### config.mk
export PLATFORM = sky130hd
export DESIGN_NAME = duplicate_message_filter
export DESIGN_NICKNAME = d
export VERILOG_FILES = /design/src/hw/rtl/dmf_pkg.sv /design/src/hw/rtl/dmf_ctrl.sv /design/src/hw/rtl/dmf_dpath.sv /design/src/hw/rtl/duplicate_message_filter.sv
export SDC_FILE = /design/constraint.sdc
export NUM_CORES = 2
export LEC_CHECK = 0
export ABC_AREA = 1
export CORE_ASPECT_RATIO = 1.4
export CORE_UTILIZATION = 35
export DETAILED_ROUTE_END_ITERATION = 8
export DONT_BUFFER_PORTS = 1
export PLACE_DENSITY = 0.46
export RECOVER_POWER = 25
export SLEW_MARGIN = 25
export SYNTH_ARGS = -nofsm -noshare
export SYNTH_HDL_FRONTEND = slang
export SYNTH_HIERARCHICAL = 1
export SYNTH_SLANG_ARGS = --single-unit
### constraint.sdc
create_clock -name i_clk -period 5.4 [get_ports i_clk]
set_clock_uncertainty 0.1 [all_clocks]
set_input_delay 1.08 -clock i_clk [delete_from_list [all_inputs] [get_ports i_clk]]
set_output_delay 1.08 -clock i_clk [all_outputs]
set_load 0.1 [all_outputs]
### src/hw/rtl/dmf_pkg.sv
// ----------------------------------------------------------------------------
// dmf_pkg
// Shared sizes, row layout and controller/datapath command and status types
// for the duplicate message filter.
// ----------------------------------------------------------------------------
package dmf_pkg;

    localparam int SOURCES       = 16;
    localparam int HISTORY_DEPTH = 5;

    localparam int ID_W     = 32;
    localparam int SERIAL_W = 8;
    localparam int IDX_W    = (SOURCES > 1) ? $clog2(SOURCES) : 1;
    localparam int POS_W    = (HISTORY_DEPTH > 1) ? $clog2(HISTORY_DEPTH) : 1;

    // input beat: source_id then serial_num, padded to whole bytes
    localparam int S_DATA_W = ((ID_W + SERIAL_W + 7) / 8) * 8;
    // output beat: duplicate then new_source, padded to one byte
    localparam int M_DATA_W = 8;

    localparam logic [IDX_W-1:0] LAST_IDX = IDX_W'(SOURCES - 1);
    localparam logic [POS_W-1:0] LAST_POS = POS_W'(HISTORY_DEPTH - 1);

    // one table row: address, serial history and history write position
    typedef struct packed {
        logic [ID_W-1:0]                         addr;
        logic [HISTORY_DEPTH-1:0][SERIAL_W-1:0]  hist;
        logic [POS_W-1:0]                        pos;
    } t_row;

    typedef struct packed {
        logic             capture;   // latch the input beat
        logic             rd_en;     // read the row at rd_addr
        logic [IDX_W-1:0] rd_addr;
        logic             rd_repl;   // advance replace pointer, read its row
        logic             take_hit;  // matching row decides, update if new
        logic             take_repl; // overwrite replaced row
        logic             load_out;  // move result into the output register
    } t_cmd;

    typedef struct packed {
        logic match;     // row just read carries the source address
        logic dup;       // row just read already holds the serial
        logic out_free;  // output register can take a result this cycle
    } t_status;

endpackage

### src/hw/rtl/dmf_ctrl.sv
// ----------------------------------------------------------------------------
// dmf_ctrl
// Sequencer for the duplicate message filter: accepts a beat, walks the
// table one row per cycle, then runs the replacement or finishes.
// ----------------------------------------------------------------------------
module dmf_ctrl (
    input  logic             i_clk,
    input  logic             i_rst_n,
    input  logic             i_s_valid,
    output logic             o_s_ready,
    input  dmf_pkg::t_status i_status,
    output dmf_pkg::t_cmd    o_cmd
);
    import dmf_pkg::*;

    localparam logic [2:0] S_IDLE = 3'd0;
    localparam logic [2:0] S_SCAN = 3'd1;
    localparam logic [2:0] S_REPL = 3'd2;
    localparam logic [2:0] S_RWR  = 3'd3;
    localparam logic [2:0] S_FIN  = 3'd4;

    logic [2:0]       r_state, n_state;
    logic [IDX_W-1:0] r_idx, n_idx;

    always_comb begin
        n_state   = r_state;
        n_idx     = r_idx;
        o_cmd     = '0;
        o_s_ready = 1'b0;
        unique case (r_state)
            S_IDLE: begin
                // no beat is taken while reset is held
                o_s_ready = i_rst_n;
                if (i_s_valid && i_rst_n) begin
                    o_cmd.capture = 1'b1;
                    o_cmd.rd_en   = 1'b1;
                    o_cmd.rd_addr = '0;
                    n_idx         = '0;
                    n_state       = S_SCAN;
                end
            end
            S_SCAN: begin
                // r_idx is the row whose read data is being compared
                if (i_status.match) begin
                    o_cmd.take_hit = 1'b1;
                    n_state        = S_FIN;
                end else if (r_idx == LAST_IDX) begin
                    n_state = S_REPL;
                end else begin
                    o_cmd.rd_en   = 1'b1;
                    o_cmd.rd_addr = r_idx + 1'b1;
                    n_idx         = r_idx + 1'b1;
                end
            end
            S_REPL: begin
                o_cmd.rd_repl = 1'b1;
                n_state       = S_RWR;
            end
            S_RWR: begin
                o_cmd.take_repl = 1'b1;
                n_state         = S_FIN;
            end
            S_FIN: begin
                if (i_status.out_free) begin
                    o_cmd.load_out = 1'b1;
                    n_state        = S_IDLE;
                end
            end
            default: begin
                n_state = S_IDLE;
            end
        endcase
    end

    always_ff @(posedge i_clk) begin
        if (!i_rst_n) begin
            r_state <= S_IDLE;
            r_idx   <= '0;
        end else begin
            r_state <= n_state;
            r_idx   <= n_idx;
        end
    end

    a_scan_idx_range: assert property (@(posedge i_clk) disable iff (!i_rst_n)
        (r_state == S_SCAN) |-> (r_idx <= LAST_IDX))
        else $error("scan index beyond table");

    a_accept_starts_scan: assert property (@(posedge i_clk) disable iff (!i_rst_n)
        (i_s_valid && o_s_ready) |=> (r_state == S_SCAN && r_idx == '0))
        else $error("accepted beat did not start a scan at row zero");

endmodule

### src/hw/rtl/dmf_dpath.sv
// ----------------------------------------------------------------------------
// dmf_dpath
// Datapath of the duplicate message filter: row memory with per-row valid
// bits, compare logic, replace pointer and output register.
// ----------------------------------------------------------------------------
module dmf_dpath (
    input  logic                          i_clk,
    input  logic                          i_rst_n,
    input  logic [dmf_pkg::ID_W-1:0]      i_source_id,
    input  logic [dmf_pkg::SERIAL_W-1:0]  i_serial_num,
    input  logic                          i_m_ready,
    output logic                          o_m_valid,
    output logic                          o_duplicate,
    output logic                          o_new_source,
    input  dmf_pkg::t_cmd                 i_cmd,
    output dmf_pkg::t_status              o_status
);
    import dmf_pkg::*;

    t_row                r_mem [SOURCES];
    logic [SOURCES-1:0]  r_vld;
    t_row                r_rdata;
    logic                r_rvld;
    logic [ID_W-1:0]     r_id;
    logic [SERIAL_W-1:0] r_serial;
    logic [IDX_W-1:0]    r_rp;
    logic [IDX_W-1:0]    r_cmp_idx;
    logic                r_res_dup;
    logic                r_res_new;
    logic                r_m_valid;
    logic                r_dup_q;
    logic                r_new_q;

    t_row             row;
    t_row             hit_row;
    t_row             repl_row;
    logic [POS_W-1:0] pos_next;
    logic [IDX_W-1:0] rp_next;
    logic             any_dup;
    logic             wr_en;
    logic [IDX_W-1:0] wr_addr;
    t_row             wr_row;
    logic [IDX_W-1:0] rd_addr;

    // rows never written read as the reset value
    assign row = r_rvld ? r_rdata : '0;

    always_comb begin
        any_dup = 1'b0;
        for (int s = 0; s < HISTORY_DEPTH; s++) begin
            if (row.hist[s] == r_serial) begin
                any_dup = 1'b1;
            end
        end
    end

    assign pos_next = (row.pos == LAST_POS) ? '0 : row.pos + 1'b1;
    assign rp_next  = (r_rp == LAST_IDX) ? '0 : r_rp + 1'b1;

    always_comb begin
        hit_row      = row;
        hit_row.pos  = pos_next;
        for (int s = 0; s < HISTORY_DEPTH; s++) begin
            if (POS_W'(s) == pos_next) begin
                hit_row.hist[s] = r_serial;
            end
        end
        // replacement keeps the former owner's other slots and position
        repl_row         = row;
        repl_row.addr    = r_id;
        repl_row.hist[0] = r_serial;
    end

    always_comb begin
        wr_en   = 1'b0;
        wr_addr = r_cmp_idx;
        wr_row  = hit_row;
        priority if (i_cmd.take_repl) begin
            wr_en   = 1'b1;
            wr_addr = r_rp;
            wr_row  = repl_row;
        end else if (i_cmd.take_hit && !any_dup) begin
            wr_en = 1'b1;
        end
    end

    assign rd_addr = i_cmd.rd_repl ? rp_next : i_cmd.rd_addr;

    always_ff @(posedge i_clk) begin
        if (i_cmd.rd_en || i_cmd.rd_repl) begin
            r_rdata   <= r_mem[rd_addr];
            r_cmp_idx <= rd_addr;
        end
        if (wr_en) begin
            r_mem[wr_addr] <= wr_row;
        end
    end

    always_ff @(posedge i_clk) begin
        if (i_cmd.capture) begin
            r_id     <= i_source_id;
            r_serial <= i_serial_num;
        end
        if (i_cmd.take_hit) begin
            r_res_dup <= any_dup;
            r_res_new <= 1'b0;
        end else if (i_cmd.take_repl) begin
            r_res_dup <= 1'b0;
            r_res_new <= 1'b1;
        end
        if (i_cmd.load_out) begin
            r_dup_q <= r_res_dup;
            r_new_q <= r_res_new;
        end
    end

    always_ff @(posedge i_clk) begin
        if (!i_rst_n) begin
            r_vld     <= '0;
            r_rvld    <= 1'b0;
            r_rp      <= '0;
            r_m_valid <= 1'b0;
        end else begin
            if (wr_en) begin
                r_vld[wr_addr] <= 1'b1;
            end
            if (i_cmd.rd_en || i_cmd.rd_repl) begin
                r_rvld <= r_vld[rd_addr];
            end
            if (i_cmd.rd_repl) begin
                r_rp <= rp_next;
            end
            if (i_cmd.load_out) begin
                r_m_valid <= 1'b1;
            end else if (i_m_ready) begin
                r_m_valid <= 1'b0;
            end
        end
    end

    assign o_status.match    = (row.addr == r_id);
    assign o_status.dup      = any_dup;
    assign o_status.out_free = !r_m_valid || i_m_ready;

    assign o_m_valid    = r_m_valid;
    assign o_duplicate  = r_dup_q;
    assign o_new_source = r_new_q;

    a_load_only_when_free: assert property (@(posedge i_clk) disable iff (!i_rst_n)
        i_cmd.load_out |-> (!r_m_valid || i_m_ready))
        else $error("result loaded over an unaccepted beat");

    a_result_exclusive: assert property (@(posedge i_clk) disable iff (!i_rst_n)
        r_m_valid |-> !(r_dup_q && r_new_q))
        else $error("result flagged both duplicate and new source");

    a_repl_marks_valid: assert property (@(posedge i_clk) disable iff (!i_rst_n)
        i_cmd.take_repl |=> r_vld[$past(r_rp)])
        else $error("replaced row not marked valid");

endmodule

### src/hw/rtl/duplicate_message_filter.sv
// ----------------------------------------------------------------------------
// duplicate_message_filter
// Flags received messages whose serial number was already seen for their
// source address; unknown sources take over a table row in round robin.
// ----------------------------------------------------------------------------
//  channel  direction  beat contents (lowest bit first)
//  s_axis   in         tdata: source_id[31:0], serial_num[39:32]
//  m_axis   out        tdata: duplicate[0], new_source[1], zero[7:2]
//
//  one beat at a time: accept, compare the table rows in order from row 0,
//  then a result. a hit in row k ends the walk there, a miss walks all
//  SOURCES rows (16) and then replaces the row at the replace pointer; the
//  walk reads the single-port row memory once per cycle.
//  reset clears the row valid bits, so every row reads as all zeros at once.
//  s_axis_tready is low while a beat is in work; a stalled m_axis holds the
//  next result back, and no further beat is taken until it is loaded.
// ----------------------------------------------------------------------------
module duplicate_message_filter (
    input  logic                           i_clk,
    input  logic                           i_rst_n,
    input  logic                           s_axis_tvalid,
    output logic                           s_axis_tready,
    input  logic [dmf_pkg::S_DATA_W-1:0]   s_axis_tdata,  // source_id, serial_num
    output logic                           m_axis_tvalid,
    input  logic                           m_axis_tready,
    output logic [dmf_pkg::M_DATA_W-1:0]   m_axis_tdata   // duplicate, new_source
);
    import dmf_pkg::*;

    t_cmd    cmd;
    t_status status;
    logic    duplicate;
    logic    new_source;

    dmf_ctrl u_ctrl (
        .i_clk     (i_clk),
        .i_rst_n   (i_rst_n),
        .i_s_valid (s_axis_tvalid),
        .o_s_ready (s_axis_tready),
        .i_status  (status),
        .o_cmd     (cmd)
    );

    dmf_dpath u_dpath (
        .i_clk        (i_clk),
        .i_rst_n      (i_rst_n),
        .i_source_id  (s_axis_tdata[ID_W-1:0]),
        .i_serial_num (s_axis_tdata[ID_W +: SERIAL_W]),
        .i_m_ready    (m_axis_tready),
        .o_m_valid    (m_axis_tvalid),
        .o_duplicate  (duplicate),
        .o_new_source (new_source),
        .i_cmd        (cmd),
        .o_status     (status)
    );

    assign m_axis_tdata = {{(M_DATA_W - 2){1'b0}}, new_source, duplicate};

endmodule

==> impl_metrics.tcl <==
set metrics [dict create \
    status "finished with violations" \
    violations "capacitance limit, slew limit" \
    critPathBufInv 6 \
    drc_errors 0 \
    worst_slew_pin_slew_ns 2.910 \
    die_x_um 338.2 \
    ir_drop_mv 0.2864 \
    max_freq_mhz 205.1 \
    io_buffers 0 \
    initial_utilization_pct 35.25 \
    htree_levels 4 \
    drt_wl_total_mm 163.4 \
    p_sw_share_pct 25.28 \
    crit_chain "nand2_1 -> xor2_1 -> nand2_1 -> nor3b_1 -> nand4_1 -> nor3_1 -> clkbuf_1 -> inv_1 -> nor2_1 -> inv_1 -> nand2_1 -> buf_4 -> nand3_1 -> inv_6 -> buf_12" \
    worstPathRequired_ns 5.79 \
    slew_viol_final 401 \
    synth_area_um2 55380 \
    fin_util_pct 40.50 \
    cts-root-buf "clkbuf_16" \
    path_delay_family "simple AND/OR/NAND/NOR gates" \
    hold_buffers 0 \
    clk_pin_slew_worst_paths_ns 0.06 \
    grt_max_degree 157 \
    syn_inst 4421 \
    dieArea_um2 159900 \
    postCtsSetupRepairBufs 0 \
    setup_viol 0 \
    slowest_stage "dfxtp_4" \
    cts.sinks 1352 \
    cap_viol_max_count 11 \
    ys_warn_count 6 \
    finalCritPeriodShare_pct 90.30 \
    cts_buffers 141 \
    startpoint_type "flip-flop" \
    fin_crit_ns 4.876 \
    dp_hpwl_mm 89.93 \
    dpl_worst_slack_ns 0.4710 \
    cp_common_cell "nand2_1" \
    vias 35328 \
    grt-ovfl-total 0 \
    layout-drive-gt1-share_pct 9.151 \
    crit_arrival_ns 5.26 \
    p_leak_nw 21.53 \
    cts-resized-gates 0 \
    die_h_um 472.7 \
    antenna_left 0 \
    gp_congestion 0.7810 \
    path_max_fanout 33 \
    drt-pass1-iter-count 5 \
    pwr-share-clk_pct 39.4 \
    core.rowCount 172 \
    avgSynthCellArea_um2 12.53 \
    nets 4509 \
    holdWs_ns 0.2843 \
    critPathCaptureType "flip-flop" \
    vias_per_cell 5.307 \
    grt_pass1_wl_mm 240.4 \
    powerDensity_nw_per_um2 380.8 \
    slowest_delay_ns 0.66 \
    initialDrtViolationCount 2903 \
    slew_headroom_pct -93.98 \
    antenna_found_initial 1 \
    finalSetupTns_ns 0 \
    clkLatencyLatePin_ns 0.79 \
    worst_slack_ns 0.5236 \
    criticalPathCategory "reg2reg" \
    hold_violations 0 \
    wl_per_cell_um 24.55 \
    seqPwrFrac_pct 50.2 \
    cts_buffer_depth 3 \
    internal_power_w 0.01810 \
    grt_pass1_vias 34994 \
    p_sw_w 0.006123 \
    grt_usage_pct 20.31 \
    p_comb_share_pct 10.4 \
    rsz0062_at_grt "false" \
    area_growth_pct 14.87 \
    finalPower_w 0.02422 \
    core_um2 157100 \
    worstHoldPathType "in2reg" \
    cts_tree "built" \
    ios 54 \
]
state kept, by name, summed over array words and instances (netlist names), 3 cells and up:
signal and count:
u_ctrl/r_idx 4, u_ctrl/r_state 3, u_dpath/r_cmp_idx 4, u_dpath/r_id 32, u_dpath/r_mem 1200, u_dpath/r_rdata 75
u_dpath/r_rp 4, u_dpath/r_serial 8, u_dpath/r_vld 16
through the flow:
step | cells | area (um2)
floorplan | 4426 | 55400
global placement | 6404 | 59310
detailed placement | 6404 | 59350
CTS | 6656 | 63790
global route | 6657 | 63620
finish | 6657 | 63620
metal layers:
layer / wire length, um / global-route usage (%)
met3: 6686 / 2.770
met5: 0 / 0
met4: 4680 / 6.757
met1: 67940 / 25.43
met2: 84130 / 35.92
cells in the final DEF (no fill, tap or decap), types with 2 or more instances in the layout:
cell        count
o21ai_1        84
clkinv_8        5
clkbuf_16     142
xor2_1          7
nor2_1         99
o21ai_0       557
ha_1            6
nand3_2         2
o22ai_1        18
nor3_1          6
nand4_1         8
xnor2_1        19
inv_6          25
clkinv_1       28
buf_12         72
o221ai_1      264
nand2_1       634
inv_4           2
nand2_4         2
clkbuf_1       60
or2_2           4
inv_1         380
a21oi_1       349
nand3_1       202
conb_1          6
bufinv_16      11
clkinv_4        3
and2_1          2
clkinvlp_4      4
buf_4         109
dfxtp_1        29
o211ai_1       61
o21ai_4         2
clkinv_2       21
nor4_1          5
edfxtp_1     1322
power groups by stage:
stage	Sequential [W]	Combinational [W]	Clock, W
3_3_place_gp	0.0124	0.00254	0
3_5_place_dp	0.0124	0.00257	0
2_1_floorplan	0.0123	0.00157	0
5_1_grt	0.0122	0.00277	0.0102
6_report	0.0122	0.00251	0.00955
4_1_cts	0.0122	0.00257	0.00980
area by class of cell:
| class | count | area [um2] |
|---|---|---|
| fill | 14851 | 93480 |
| sequential | 1352 | 40300 |
| multi-input combinational | 2348 | 12270 |
| clock buffer | 173 | 3680 |
| tap | 2088 | 2613 |
| timing repair buffer | 213 | 2385 |
| inverter | 403 | 1610 |
| clock inverter | 79 | 760.7 |
| antenna | 1 | 2.502 |
final timing paths:
kind                                  start                        endpoint  slack [ns]  depth (start not counted)
min reg2reg  u_dpath/r_res_new$_SDFFE_PP0P_  u_dpath/o_new_source$_DFFE_PP_        0.33                          0
min                        s_axis_tdata[19]      u_dpath/r_id[19]$_DFFE_PP_        0.28                          0
max reg2reg     u_dpath/r_rvld$_SDFFE_PN0P_  u_dpath/r_mem[1][41]$_DFFE_PP_        0.52                         15
max             u_dpath/r_rvld$_SDFFE_PN0P_  u_dpath/r_mem[1][41]$_DFFE_PP_        0.52                         15
Note: power is estimated with default switching activity, not from simulation.
